`src/rtl/drrip_pkg.sv`:
```
package drrip_pkg;

  // Default geometry and policy sizes.
  localparam int SETS_DEFAULT              = 2048;
  localparam int WAYS_DEFAULT              = 16;
  localparam int LEADER_SETS_DEFAULT       = 32;
  localparam int SELECTOR_BITS_DEFAULT     = 10;
  localparam int DECAY_PERIOD_LOG2_DEFAULT = 12;

  // Fixed field widths.
  localparam int SET_INDEX_W = 11;
  localparam int WAY_INDEX_W = 4;
  localparam int MIN_SETS_LOG2 = 6;
  // Number of conditional subtract steps that fold the set index into range.
  localparam int SET_FOLD_STEPS = SET_INDEX_W - MIN_SETS_LOG2 + 1;

  // Re-reference and dead-counter codes.
  localparam logic [1:0] RRPV_NEAR    = 2'd2;
  localparam logic [1:0] RRPV_DISTANT = 2'd3;
  localparam logic [1:0] RRPV_HIT     = 2'd0;
  localparam logic [1:0] DEAD_LIMIT   = 2'd3;
  localparam logic [1:0] DEAD_CLEAR   = 2'd0;

  // Request modes.
  localparam logic MODE_VICTIM = 1'b0;
  localparam logic MODE_UPDATE = 1'b1;

  // Random source for bimodal insertion.
  localparam logic [15:0] LFSR_SEED = 16'hACE1;
  localparam logic [15:0] LFSR_TAPS = 16'hB400;
  localparam int BRRIP_NEAR_BITS = 5;

  typedef enum logic [2:0] {
    ST_CLEAR,
    ST_IDLE,
    ST_DECAY_RD,
    ST_DECAY_WR,
    ST_READ,
    ST_MODIFY
  } state_t;

  typedef enum logic [1:0] {
    RD_INPUT,
    RD_SET,
    RD_SWEEP
  } rd_src_t;

  typedef enum logic [1:0] {
    WR_NONE,
    WR_CLEAR,
    WR_DECAY,
    WR_ROW
  } wr_kind_t;

  typedef struct packed {
    logic     accept;
    logic     rd_en;
    rd_src_t  rd_src;
    wr_kind_t wr_kind;
    logic     sweep_step;
    logic     emit;
  } dp_cmd_t;

  typedef struct packed {
    logic decay_due;
    logic sweep_last;
  } dp_status_t;

endpackage

```
`src/rtl/drrip_ctrl.sv`:
```
module drrip_ctrl (
  input  logic                  clk,
  input  logic                  rst,
  input  logic                  start,
  input  drrip_pkg::dp_status_t status,
  output drrip_pkg::dp_cmd_t    cmd,
  output logic                  busy
);

  drrip_pkg::state_t state;
  drrip_pkg::state_t state_next;

  // State register.
  always_ff @(posedge clk) begin
    if (rst) begin
      state <= drrip_pkg::ST_CLEAR;
    end else begin
      state <= state_next;
    end
  end

  // Next state and datapath commands.
  always_comb begin
    state_next     = state;
    cmd.accept     = 1'b0;
    cmd.rd_en      = 1'b0;
    cmd.rd_src     = drrip_pkg::RD_INPUT;
    cmd.wr_kind    = drrip_pkg::WR_NONE;
    cmd.sweep_step = 1'b0;
    cmd.emit       = 1'b0;
    busy           = 1'b1;
    unique case (state)
      drrip_pkg::ST_CLEAR: begin
        cmd.wr_kind    = drrip_pkg::WR_CLEAR;
        cmd.sweep_step = 1'b1;
        if (status.sweep_last) begin
          state_next = drrip_pkg::ST_IDLE;
        end
      end
      drrip_pkg::ST_IDLE: begin
        busy = 1'b0;
        if (start) begin
          cmd.accept = 1'b1;
          cmd.rd_en  = 1'b1;
          cmd.rd_src = drrip_pkg::RD_INPUT;
          if (status.decay_due) begin
            state_next = drrip_pkg::ST_DECAY_RD;
          end else begin
            state_next = drrip_pkg::ST_MODIFY;
          end
        end
      end
      drrip_pkg::ST_DECAY_RD: begin
        cmd.rd_en  = 1'b1;
        cmd.rd_src = drrip_pkg::RD_SWEEP;
        state_next = drrip_pkg::ST_DECAY_WR;
      end
      drrip_pkg::ST_DECAY_WR: begin
        cmd.wr_kind    = drrip_pkg::WR_DECAY;
        cmd.sweep_step = 1'b1;
        if (status.sweep_last) begin
          state_next = drrip_pkg::ST_READ;
        end else begin
          state_next = drrip_pkg::ST_DECAY_RD;
        end
      end
      drrip_pkg::ST_READ: begin
        cmd.rd_en  = 1'b1;
        cmd.rd_src = drrip_pkg::RD_SET;
        state_next = drrip_pkg::ST_MODIFY;
      end
      drrip_pkg::ST_MODIFY: begin
        cmd.wr_kind = drrip_pkg::WR_ROW;
        cmd.emit    = 1'b1;
        state_next  = drrip_pkg::ST_IDLE;
      end
      default: begin
        state_next = drrip_pkg::ST_IDLE;
      end
    endcase
  end

endmodule

```
`config.mk`:
```
export PLATFORM = sky130hd
export DESIGN_NAME = drrip_ctrl
export DESIGN_NICKNAME = d
export VERILOG_FILES = /design/src/rtl/drrip_pkg.sv /design/src/rtl/drrip_ctrl.sv
export SDC_FILE = /design/constraint.sdc
export NUM_CORES = 1
export LEC_CHECK = 0
export BUFFER_PORTS_ARGS = -buffer_cell sky130_fd_sc_hd__buf_2
export CAP_MARGIN = 20
export CORE_AREA = 2 2 39 41
export DETAILED_ROUTE_END_ITERATION = 10
export DIE_AREA = 0 0 41 43
export GPL_ROUTABILITY_DRIVEN = 0
export PLACE_DENSITY = 0.54
export SETUP_SLACK_MARGIN = 0.02
export SYNTH_ARGS = -nofsm -noshare
export SYNTH_HDL_FRONTEND = slang
export SYNTH_SLANG_ARGS = --single-unit
```
`constraint.sdc`:
```
create_clock -name clk -period 1.1 [get_ports clk]
set_input_delay 0.22 -clock clk [delete_from_list [all_inputs] [get_ports clk]]
set_output_delay 0.22 -clock clk [all_outputs]
set_load 0.05 [all_outputs]
```
==> out/qor.csv <==
metric,value,unit
status,finished with violations,
failing checks,setup timing,
CP Capture Type,output port,
Highest Signal Layer,met3,
xor/xnor share of the synthesized area,0.0670,
Final setup viols,10,
Clock transition at path regs,0.04,ns
clk_skew,0.000905,ns
share of cells above drive strength 1,0.782,
largest family of logic cells by synthesized area,simple AND/OR/NAND/NOR gates,
Initial DRT Pass Iterations,2,
post-synthesis compound-gate area fraction,0.239,
Combinational Power Share,0.533,
wire length on met1,239,um
H-tree levels,1,
die area,1760,um2
total global-route track usage,0.0953,
syn_nets,35,
Die Wd,41,um
R2R depth,4,
fin crit period,1.37,ns
Pwr per Cell Area,1190,nW/um2
Crit-path slowest cell,dfxtp_2,
routed length on met3,21,um
Detail Route Antenna Nets,0,
final total power,0.685,mW
initial antenna violation count,0,
largest net degree at the start of global routing,6,
dpl hpwl,592,um
Worst path max stage delay,0.33,ns
slew of the pin with the lowest slew margin,0.300,ns
synthesized area,262,um2
Final Non-Filler Cells,71,
placed cells,67,
Port Buffers,13,
TNS Setup,-2.08,ns
multi-input logic area,245,um2
Post-CTS Setup Bufs,0,
CTS Buffer Depth,2,
design area,577,um2
Psw,0.272,mW
initial core utilization,0.189,
Crit Path Class,reg2out,
n_diodes,0,
sequential fraction of design power,0.183,
slew margin rel.,0.799,
crit path DAT,1.15,ns
Worst Hold Depth,2,
wire length per cell,9.80,um
GR Overflow Total,0,
switching share of power,0.398,
vias in the first global route,279,
post-synthesis sequential area ratio,0.230,
Synth cell types,22,
Sink Count,3,
static leakage,0.266,nW
number of buffers created by CTS,3,
ordered list of cells on the worst path,nor2b_4 > and3_4 > o21bai_4 > buf_8,
post-synthesis mux area share,0,
CTS tree,done,
HP Start,rst,
via count,304,
worst setup path start,state[0]$_SDFFE_PP0P_,
boundary pin count,14,
top flop regs,state x3,
RSZ-0062 raised after global routing,true,
Sequential Area,68.8,um2
DR iter-0 viols,8,
post-synthesis adder-cell area fraction,0,
Root Driver,clkbuf_4,
Syn Inst Count,30,
Die Span Y,43,um
clock network fraction of total power,0.283,
Final Hold Fails,0,
Buf/Inv on CP,1,
Final nets,61,
Worst Slack Setup Final,-0.269,ns
Biggest register,state,
Filler Cell Count,142,
final WL,696,um
first-pass GRT wire length,1080,um
Slew Limit Fails,0,
"delay-heaviest family, CP",flip-flops,
Simple-Gate Fraction of Synth Area,0.335,
DR WL met2,436,um
Final Cycle Share,1.24,
max cap viols,0,
Worst R2R Start,state[1]$_SDFFE_PP0P_,
crit path launch type,flip-flop,
internal power,0.412,mW
Largest register FFs,3,
"Req. time, crit path",0.88,ns
"FF+latch count, synth",3,
Via density,4.28,
Remaining DRCs,0,
core area,1380,um2
worst vdd ir,516,uV
syn avg cell area,8.72,um2
clock latency on the worst-skew pair,0.23,ns
CP Depth,4,
f_max,730,MHz
Synthesis Warnings,0,
area grow syn2layout,121,%
area post-placement,463,um2
Hold WC Path Type,in2reg,
"Max FO, Critical Path",3,
Rows,14,
## layer usage
| metal | vias up | track usage |
|---|---|---|
| met5 | - | 0 |
| met4 | 0 | 0.0800 |
| met3 | 0 | 0.0314 |
| met2 | 6 | 0.159 |
| met1 | 142 | 0.0833 |
| li1 | 156 | - |
## repair_timing
action / CTS / global route
setup endpoints to repair: 11 / 11
cloned: 0 / 0
hold endpoints to repair: 0 / 0
pin swaps: 2 / 2
hold buffers: 0 / 0
gates resized for setup: 23 / 4
## worst paths after layout
| path | endpoint | slack (ns) |
|---|---|---|
| max reg2reg | state[2]$_SDFFE_PP0P_ | -0.03 |
| min reg2reg | state[1]$_SDFFE_PP0P_ | 0.56 |
| min | state[0]$_SDFFE_PP0P_ | 0.20 |
| max | cmd[6] | -0.27 |
## layout by cell type (no fill, tap or decap), drive strengths merged, types with 2 or more instances in the layout
| master | n |
|---|---|
| buf | 24 |
| clkbuf | 4 |
| nor2b | 3 |
| dfxtp | 3 |
| and2 | 2 |
| nand2 | 2 |
| nor3 | 2 |
| nor2 | 2 |
| nor3b | 2 |
## through the flow
stage | util | setup WS [ns] | hold WS [ns]
after floorplan | - | -0.247 | 0.289
final | 0.417 | -0.269 | 0.198
after global placement | 0.335 | -0.161 | 0.429
after detailed placement | 0.335 | -0.174 | 0.430
after global routing | 0.417 | -0.329 | 0.195
after CTS | 0.401 | -0.294 | 0.172
## layout make-up
cell class | instances | area share
Multi-Input combinational cell | 23 | 0.425
Inverter | 1 | 0.00651
Sequential cell | 3 | 0.119
Tap cell | 16 | 0.0347
Clock buffer | 4 | 0.0456
Timing Repair Buffer | 24 | 0.369
## power groups by stage
stage	Sequential, mW	Combinational, mW	Clock, mW
final	0.125	0.365	0.194
after global routing	0.127	0.383	0.217
after CTS	0.127	0.357	0.203
after detailed placement	0.128	0.314	0
after global placement	0.128	0.313	0
after floorplan	0.123	0.241	0
## Yosys cell counts
cell type	count	area [um2]
a2111oi_2	1	15.0
a21oi_1	1	5.00
a2bb2oi_1	1	8.76
a31oi_1	1	6.26
and2_1	1	6.26
and2_4	1	8.76
and3_1	1	6.26
buf_4	1	7.51
buf_6	2	22.5
dfxtp_1	3	60.1
inv_2	1	3.75
nand2_1	2	7.51
nor2_1	2	7.51
nor2b_1	2	12.5
nor2b_4	1	13.8
nor3_1	2	10.0
nor3b_1	2	15.0
o211a_1	1	10.0
o21ba_1	1	10.0
o21bai_1	1	7.51
xnor2_1	1	8.76
xor2_1	1	8.76
## cell families after synthesis
group / Yosys count
DFF: 3
buffers and inverters: 4
xor gates and xnor gates: 2
AOI/OAI and AO/OA: 7
and+or+nand+nor: 14
No activity file was read; power rests on OpenSTA's default activity.
